`config.mk`:
```
export PLATFORM = sky130hd
export DESIGN_NAME = can_frame_byte_deframer_unit
export DESIGN_NICKNAME = d
export VERILOG_FILES = /design/src/sv/cfbd_pkg.sv /design/src/sv/cfbd_front.sv /design/src/sv/cfbd_queue.sv /design/src/sv/cfbd_back.sv /design/src/sv/can_frame_byte_deframer_unit.sv
export SDC_FILE = /design/constraint.sdc
export NUM_CORES = 1
export LEC_CHECK = 0
export BUFFER_PORTS_ARGS = -buffer_cell sky130_fd_sc_hd__buf_4
export CELL_PAD_IN_SITES_DETAIL_PLACEMENT = 0
export CELL_PAD_IN_SITES_GLOBAL_PLACEMENT = 1
export CORE_MARGIN = 5
export CORE_UTILIZATION = 40
export DETAILED_ROUTE_END_ITERATION = 16
export PLACE_DENSITY = 0.81
export SETUP_SLACK_MARGIN = 0.15
export SLEW_MARGIN = 10
export SYNTH_ARGS = -nofsm -noshare
export SYNTH_HDL_FRONTEND = slang
export SYNTH_SLANG_ARGS = --single-unit
```
`constraint.sdc`:
```
create_clock -name clk -period 7.4 [get_ports clk]
set_clock_uncertainty 0.2 [all_clocks]
set_input_delay 1.48 -clock clk [delete_from_list [all_inputs] [get_ports clk]]
set_output_delay 1.48 -clock clk [all_outputs]
set_load 0.1 [all_outputs]
```
`src/sv/cfbd_pkg.sv`:
```
`timescale 1ns / 1ps

package cfbd_pkg;

	localparam logic [7:0] HEADER_BYTE = 8'hAA;
	localparam logic [3:0] MAX_PAYLOAD_BYTES = 4'd8;
	localparam logic [3:0] FIRST_PAYLOAD_POS = 4'd6;
	localparam logic [3:0] LENGTH_POS = 4'd5;
	localparam logic [3:0] LAST_ID_POS = 4'd4;

	typedef enum logic [1:0] {
		STATUS_OK        = 2'd0,
		STATUS_BAD_HDR   = 2'd1,
		STATUS_BAD_LEN   = 2'd2,
		STATUS_BAD_CSUM  = 2'd3
	} status_t;

	typedef enum logic [2:0] {
		KIND_HDR_OK  = 3'd0,
		KIND_HDR_BAD = 3'd1,
		KIND_ID      = 3'd2,
		KIND_LEN_OK  = 3'd3,
		KIND_LEN_BAD = 3'd4,
		KIND_DATA    = 3'd5,
		KIND_CSUM    = 3'd6
	} kind_t;

	typedef struct packed {
		kind_t      kind;
		logic [2:0] idx;
		logic [7:0] data;
	} tok_t;

endpackage

```
`src/sv/cfbd_front.sv`:
```
`timescale 1ns / 1ps

module cfbd_front (
	input  logic             clk,
	input  logic             arst_n,
	input  logic             rx_valid,
	output logic             rx_ready,
	input  logic [7:0]       rx_byte,
	output logic             tok_valid,
	input  logic             tok_ready,
	output cfbd_pkg::tok_t   tok
);

	logic [3:0] pos_q;
	logic [3:0] len_q;
	logic [3:0] pos_d;
	logic [3:0] len_d;
	logic [3:0] rel;
	logic       accept;

	assign rx_ready  = tok_ready;
	assign tok_valid = rx_valid;
	assign accept    = rx_valid && tok_ready;
	assign rel       = pos_q - cfbd_pkg::FIRST_PAYLOAD_POS;

	always_comb begin
		pos_d     = pos_q;
		len_d     = len_q;
		tok.data  = rx_byte;
		tok.idx   = 3'd0;
		tok.kind  = cfbd_pkg::KIND_CSUM;
		if (pos_q == 4'd0) begin
			if (rx_byte == cfbd_pkg::HEADER_BYTE) begin
				tok.kind = cfbd_pkg::KIND_HDR_OK;
				pos_d    = 4'd1;
			end else begin
				tok.kind = cfbd_pkg::KIND_HDR_BAD;
				pos_d    = 4'd0;
			end
		end else if (pos_q <= cfbd_pkg::LAST_ID_POS) begin
			tok.kind = cfbd_pkg::KIND_ID;
			tok.idx  = 3'(pos_q - 4'd1);
			pos_d    = pos_q + 4'd1;
		end else if (pos_q == cfbd_pkg::LENGTH_POS) begin
			if (rx_byte > {4'd0, cfbd_pkg::MAX_PAYLOAD_BYTES}) begin
				tok.kind = cfbd_pkg::KIND_LEN_BAD;
				pos_d    = 4'd0;
			end else begin
				tok.kind = cfbd_pkg::KIND_LEN_OK;
				len_d    = rx_byte[3:0];
				pos_d    = cfbd_pkg::FIRST_PAYLOAD_POS;
			end
		end else if (rel < len_q) begin
			tok.kind = cfbd_pkg::KIND_DATA;
			tok.idx  = rel[2:0];
			pos_d    = pos_q + 4'd1;
		end else begin
			tok.kind = cfbd_pkg::KIND_CSUM;
			pos_d    = 4'd0;
		end
	end

	always_ff @(posedge clk or negedge arst_n) begin
		if (!arst_n) begin
			pos_q <= 4'd0;
			len_q <= 4'd0;
		end else if (accept) begin
			pos_q <= pos_d;
			len_q <= len_d;
		end
	end

endmodule

```
`src/sv/cfbd_queue.sv`:
```
`timescale 1ns / 1ps

module cfbd_queue (
	input  logic             clk,
	input  logic             arst_n,
	input  logic             push_valid,
	output logic             push_ready,
	input  cfbd_pkg::tok_t   push_tok,
	output logic             pop_valid,
	input  logic             pop_ready,
	output cfbd_pkg::tok_t   pop_tok
);

	cfbd_pkg::tok_t entry_q [2];
	logic           wr_ptr_q;
	logic           rd_ptr_q;
	logic [1:0]     count_q;
	logic           push;
	logic           pop;

	assign push_ready = (count_q != 2'd2);
	assign pop_valid  = (count_q != 2'd0);
	assign pop_tok    = entry_q[rd_ptr_q];
	assign push       = push_valid && push_ready;
	assign pop        = pop_valid && pop_ready;

	always_ff @(posedge clk) begin
		if (push) begin
			entry_q[wr_ptr_q] <= push_tok;
		end
	end

	always_ff @(posedge clk or negedge arst_n) begin
		if (!arst_n) begin
			wr_ptr_q <= 1'b0;
			rd_ptr_q <= 1'b0;
			count_q  <= 2'd0;
		end else begin
			if (push) begin
				wr_ptr_q <= ~wr_ptr_q;
			end
			if (pop) begin
				rd_ptr_q <= ~rd_ptr_q;
			end
			if (push && !pop) begin
				count_q <= count_q + 2'd1;
			end else if (pop && !push) begin
				count_q <= count_q - 2'd1;
			end
		end
	end

endmodule

```
`src/sv/cfbd_back.sv`:
```
`timescale 1ns / 1ps

module cfbd_back (
	input  logic             clk,
	input  logic             arst_n,
	input  logic             tok_valid,
	output logic             tok_ready,
	input  cfbd_pkg::tok_t   tok,
	output logic             res_valid,
	input  logic             res_ready,
	output logic [1:0]       status,
	output logic [31:0]      can_id,
	output logic [3:0]       data_length,
	output logic [63:0]      payload
);

	logic [31:0] id_q;
	logic [3:0]  len_q;
	logic [63:0] pay_q;
	logic [7:0]  sum_q;
	logic        res_valid_q;
	logic [1:0]  status_q;
	logic [31:0] can_id_q;
	logic [3:0]  data_length_q;
	logic [63:0] payload_q;

	logic        take;
	logic        emit;
	logic [7:0]  sum_add;
	logic [1:0]  status_d;
	logic [31:0] can_id_d;
	logic [3:0]  data_length_d;
	logic [63:0] payload_d;

	assign take      = tok_valid && (!res_valid_q || res_ready);
	assign tok_ready = take;
	assign sum_add   = sum_q + tok.data;

	assign res_valid   = res_valid_q;
	assign status      = status_q;
	assign can_id      = can_id_q;
	assign data_length = data_length_q;
	assign payload     = payload_q;

	always_comb begin
		emit          = 1'b0;
		status_d      = cfbd_pkg::STATUS_OK;
		can_id_d      = 32'd0;
		data_length_d = 4'd0;
		payload_d     = 64'd0;
		case (tok.kind)
			cfbd_pkg::KIND_HDR_BAD: begin
				emit     = 1'b1;
				status_d = cfbd_pkg::STATUS_BAD_HDR;
			end
			cfbd_pkg::KIND_LEN_BAD: begin
				emit     = 1'b1;
				status_d = cfbd_pkg::STATUS_BAD_LEN;
			end
			cfbd_pkg::KIND_CSUM: begin
				emit = 1'b1;
				if (tok.data != sum_q) begin
					status_d = cfbd_pkg::STATUS_BAD_CSUM;
				end else begin
					status_d      = cfbd_pkg::STATUS_OK;
					can_id_d      = id_q;
					data_length_d = len_q;
					payload_d     = pay_q;
				end
			end
			default: begin
				emit = 1'b0;
			end
		endcase
	end

	always_ff @(posedge clk) begin
		if (take) begin
			case (tok.kind)
				cfbd_pkg::KIND_HDR_OK: begin
					id_q  <= 32'd0;
					pay_q <= 64'd0;
					len_q <= 4'd0;
					sum_q <= tok.data;
				end
				cfbd_pkg::KIND_ID: begin
					id_q  <= id_q | ({24'd0, tok.data} << {tok.idx[1:0], 3'b000});
					sum_q <= sum_add;
				end
				cfbd_pkg::KIND_LEN_OK: begin
					len_q <= tok.data[3:0];
					sum_q <= sum_add;
				end
				cfbd_pkg::KIND_DATA: begin
					pay_q <= pay_q | ({56'd0, tok.data} << {tok.idx, 3'b000});
					sum_q <= sum_add;
				end
				default: begin
					sum_q <= sum_q;
				end
			endcase
		end
		if (take && emit) begin
			status_q      <= status_d;
			can_id_q      <= can_id_d;
			data_length_q <= data_length_d;
			payload_q     <= payload_d;
		end
	end

	always_ff @(posedge clk or negedge arst_n) begin
		if (!arst_n) begin
			res_valid_q <= 1'b0;
		end else if (take && emit) begin
			res_valid_q <= 1'b1;
		end else if (res_ready) begin
			res_valid_q <= 1'b0;
		end
	end

endmodule

```
`src/sv/can_frame_byte_deframer_unit.sv`:
```
`timescale 1ns / 1ps

// Channel   Handshake             Payload
// rx        rx_valid / rx_ready   rx_byte[7:0]
// res       res_valid / res_ready status[1:0], can_id[31:0], data_length[3:0], payload[63:0]
//
// One byte transfer is accepted per cycle while the two-entry queue has room.
// A frame-ending or error byte goes through the queue, then the back registers its result.
// The front tracks the byte position, the back updates the accumulators and the
// checksum, and the queue between them absorbs a stall on the result side.
// Reset returns the block to hunting for a header and empties the queue.

module can_frame_byte_deframer_unit (
	input  logic        clk,
	input  logic        arst_n,
	input  logic        rx_valid,
	output logic        rx_ready,
	input  logic [7:0]  rx_byte,
	output logic        res_valid,
	input  logic        res_ready,
	output logic [1:0]  status,
	output logic [31:0] can_id,
	output logic [3:0]  data_length,
	output logic [63:0] payload
);

	logic           f_valid;
	logic           f_ready;
	cfbd_pkg::tok_t f_tok;
	logic           b_valid;
	logic           b_ready;
	cfbd_pkg::tok_t b_tok;

	cfbd_front u_front (
		.clk       (clk),
		.arst_n    (arst_n),
		.rx_valid  (rx_valid),
		.rx_ready  (rx_ready),
		.rx_byte   (rx_byte),
		.tok_valid (f_valid),
		.tok_ready (f_ready),
		.tok       (f_tok)
	);

	cfbd_queue u_queue (
		.clk        (clk),
		.arst_n     (arst_n),
		.push_valid (f_valid),
		.push_ready (f_ready),
		.push_tok   (f_tok),
		.pop_valid  (b_valid),
		.pop_ready  (b_ready),
		.pop_tok    (b_tok)
	);

	cfbd_back u_back (
		.clk         (clk),
		.arst_n      (arst_n),
		.tok_valid   (b_valid),
		.tok_ready   (b_ready),
		.tok         (b_tok),
		.res_valid   (res_valid),
		.res_ready   (res_ready),
		.status      (status),
		.can_id      (can_id),
		.data_length (data_length),
		.payload     (payload)
	);

endmodule

```
==> flow_summary_export.csv <==
group,metric,value,unit
grt,grt_overflow,0,
finish,final_cell_mix,"238 x edfxtp_1, 123 x buf_4, 113 x nor2_1",
sta,max_freq,229.0,MHz
synthesis,ys_warn_count,0,
finish,final_nets,917,
sta,setup_tns,0,ns
critical_path,worstPathMaxFanout,69,
detailed_routing,num_vias,6494,
grt,grt_pass1_vias,6486,
clock_tree,cts_resized,0,
clock_tree,tritoncts,"done",
detailed_routing,avgViaCountPerCell,5.224,
finish,layout-drive-gt1-share,20.48,%
finish,regArea,7472,µm²
placement,io_buffers,115,
synthesis,ys_seq_area_share,70.25,%
clock_tree,worstSkewPairLatency,0.53,ns
detailed_routing,drtPass1Iterations,5,
finish,area_delta_synth_final,18.66,%
finish,fin_util,48.30,%
grt,antenna_found_initial,0,
finish,final_common_cell,"edfxtp_1",
critical_path,end_kind,"register",
clock_tree,post_cts_buffers,0,
synthesis,async_reset_ff_share,5.179,%
synthesis,syn-num-nets,816,
grt,grt_use_total,14.88,%
floorplan,die_area,29950,µm²
synthesis,synth_seq_cells,251,
clock_tree,cts_buffers,26,
sta,finalSetupViolCount,0,
grt,grt_max_degree,70,
min_path,min_path_type,"register to register",
floorplan,rows,59,
finish,multi_input_area,2905,µm²
synthesis,yosysUniqueCellTypes,48,
detailed_routing,drc_errors,0,
clock_tree,cts_sinks,251,
synthesis,synth_edf_count,238,
run,cap_violations,0,
clock_tree,root_buffer,"clkbuf_16",
clock_tree,clk_path_buf_depth,3,
critical_path,start_kind,"register",
synthesis,synth.avg_cell_area,13.50,µm²
floorplan,die_w,173.1,µm
sta,layout_min_cycle_time,4.366,ns
critical_path,crit_arrival,4.56,ns
clock_tree,clkTransAtPathRegs,0.06,ns
finish,antennaDiodeCount,0,
grt,grt_pass1_wl,36510,µm
detailed_routing,drt-wirelength-per-cell,18.53,µm
clock_tree,cts_max_level,1,
placement,gp_congestion,0.8234,
critical_path,worstSetupPathType,"register to register",
detailed_routing,drt-total-wl,23030,µm
clock_tree,ctsHoldBuffers,0,
synthesis,netlist_instances,788,
floorplan,die_height,173.1,µm
detailed_routing,drtIter0Drc,503,
sta,hold_viol_final,0,
run_status,status,"complete, no violations",
finish,nFillCells,2311,
synthesis,synthFlopType,"edfxtp_1",
critical_path,worst_ep_required_time,7.59,ns
sta,finalMaxSlewViolations,0,
sta,finalCritPeriodShare,59.00,%
sta,worstMarginPinSlew,1.208,ns
synthesis,syn_area,10640,µm²
detailed_routing,drt.antenna.violating_nets,0,
floorplan,ios,116,
placement,place_hpwl,14280,µm
sta,rsz0062_at_grt,"no",
sta,max-slew-margin-rel,19.48,%
floorplan,start_util,40.70,%
floorplan,core_area,26130,µm²
==> final timing paths <==
kind	start	to	slack [ns]	depth (start not counted)
min	u_queue.count_q[1]$_DFFE_PN0P_	u_queue.count_q[1]$_DFFE_PN0P_	0.30	1
max	u_queue.rd_ptr_q$_DFFE_PN0P_	u_back.payload[30]$_SDFFCE_PP0P_	3.03	8
min reg2reg	u_queue.count_q[1]$_DFFE_PN0P_	u_queue.count_q[1]$_DFFE_PN0P_	0.30	1
max in group asynchronous	arst_n	u_queue.count_q[0]$_DFFE_PN0P_	6.23	1
min in group asynchronous	arst_n	u_front.pos_q[3]$_DFFE_PN0P_	0.58	1
max reg2reg	u_queue.rd_ptr_q$_DFFE_PN0P_	u_back.payload[30]$_SDFFCE_PP0P_	3.03	8
==> routing by layer <==
| metal | up-vias | GRT usage (%) | wire length [µm] |
|---|---|---|---|
| li1 | 3091 | - | - |
| met1 | 3199 | 20.06 | 10040 |
| met2 | 180 | 25.04 | 11340 |
| met3 | 24 | 2.882 | 1276 |
| met4 | 0 | 3.658 | 376 |
| met5 | - | 0 | 0 |
==> stage by stage <==
stage / hold slack, ns / area, µm² / instances / worst slack, ns
after global placement: 0.2814 / 11790 / 1196 / 3.137
after global routing: 0.3335 / 12620 / 1243 / 2.815
after floorplan: 0.2657 / 10640 / 788 / 0.5502
after CTS: 0.3009 / 12620 / 1243 / 3.006
after detailed placement: 0.2883 / 11790 / 1196 / 3.026
final: 0.3008 / 12620 / 1243 / 3.034
==> registers in the layout, summed over array words and instances (netlist names), 2 cells and up <==
| register | count |
|---|---|
| u_back.data_length | 4 |
| u_queue.count_q | 2 |
| u_back.pay_q | 64 |
| u_back.payload | 64 |
| u_back.can_id | 32 |
| u_back.len_q | 4 |
| u_front.pos_q | 4 |
| u_back.status | 2 |
| u_back.sum_q | 8 |
| u_queue.entry_q | 28 |
| u_back.id_q | 32 |
| u_front.len_q | 4 |
==> logic make-up after synthesis <==
family	after synthesis	share of synthesized area [%]
AO/OA/AOI/OAI	153	8.740
XOR/XNOR	9	0.7410
adder cells (fa/ha/maj)	16	1.953
buffers and inverters	68	3.470
flip-flops	251	70.25
multiplexers	19	1.988
AND/OR/NAND/NOR	272	12.86
==> final cells by class <==
cell class,instances,area share [%]
Multi-Input combinational cell,469,23.02
Clock buffer,34,5.393
Timing Repair Buffer,123,7.316
Clock inverter,13,1.209
Inverter,18,0.5353
Sequential cell,251,59.20
Tap cell,335,3.321
==> worst max-delay path, cell delays in order (launching register included) <==
cell and delay, ns:
dfrtp_1 1.08, mux2_2 0.60, ha_1 0.40, nor4_1 0.33, nand2_1 0.11, a21oi_2 0.16, and3_2 0.51, buf_4 0.54
and2_1 0.22
==> cell usage after synthesis (all sizes together) (3+ instances only) <==
cell type / n / area [µm²]
ha: 15 / 187.7
clkbuf: 16 / 60.06
nor4: 6 / 37.54
and3: 7 / 43.79
o21ai: 15 / 75.07
nand2b: 4 / 25.02
xnor2: 4 / 35.03
and2: 102 / 638.1
a31oi: 67 / 419.2
nor3b: 3 / 22.52
o31ai: 4 / 30.03
mux2: 14 / 161.4
nor2: 115 / 434.2
nand2: 21 / 78.83
inv: 18 / 67.56
buf: 34 / 241.5
xor2: 5 / 43.79
dfrtp: 13 / 325.3
o211ai: 3 / 22.52
a21oi: 46 / 234.0
mux2i: 5 / 50.05
edfxtp: 238 / 7147
o32ai: 5 / 43.79
nor3: 5 / 25.02
Power is left out: the tool's default activity adds up to more than one toggle a clock period on the data nets, which glitch-free logic cannot reach.
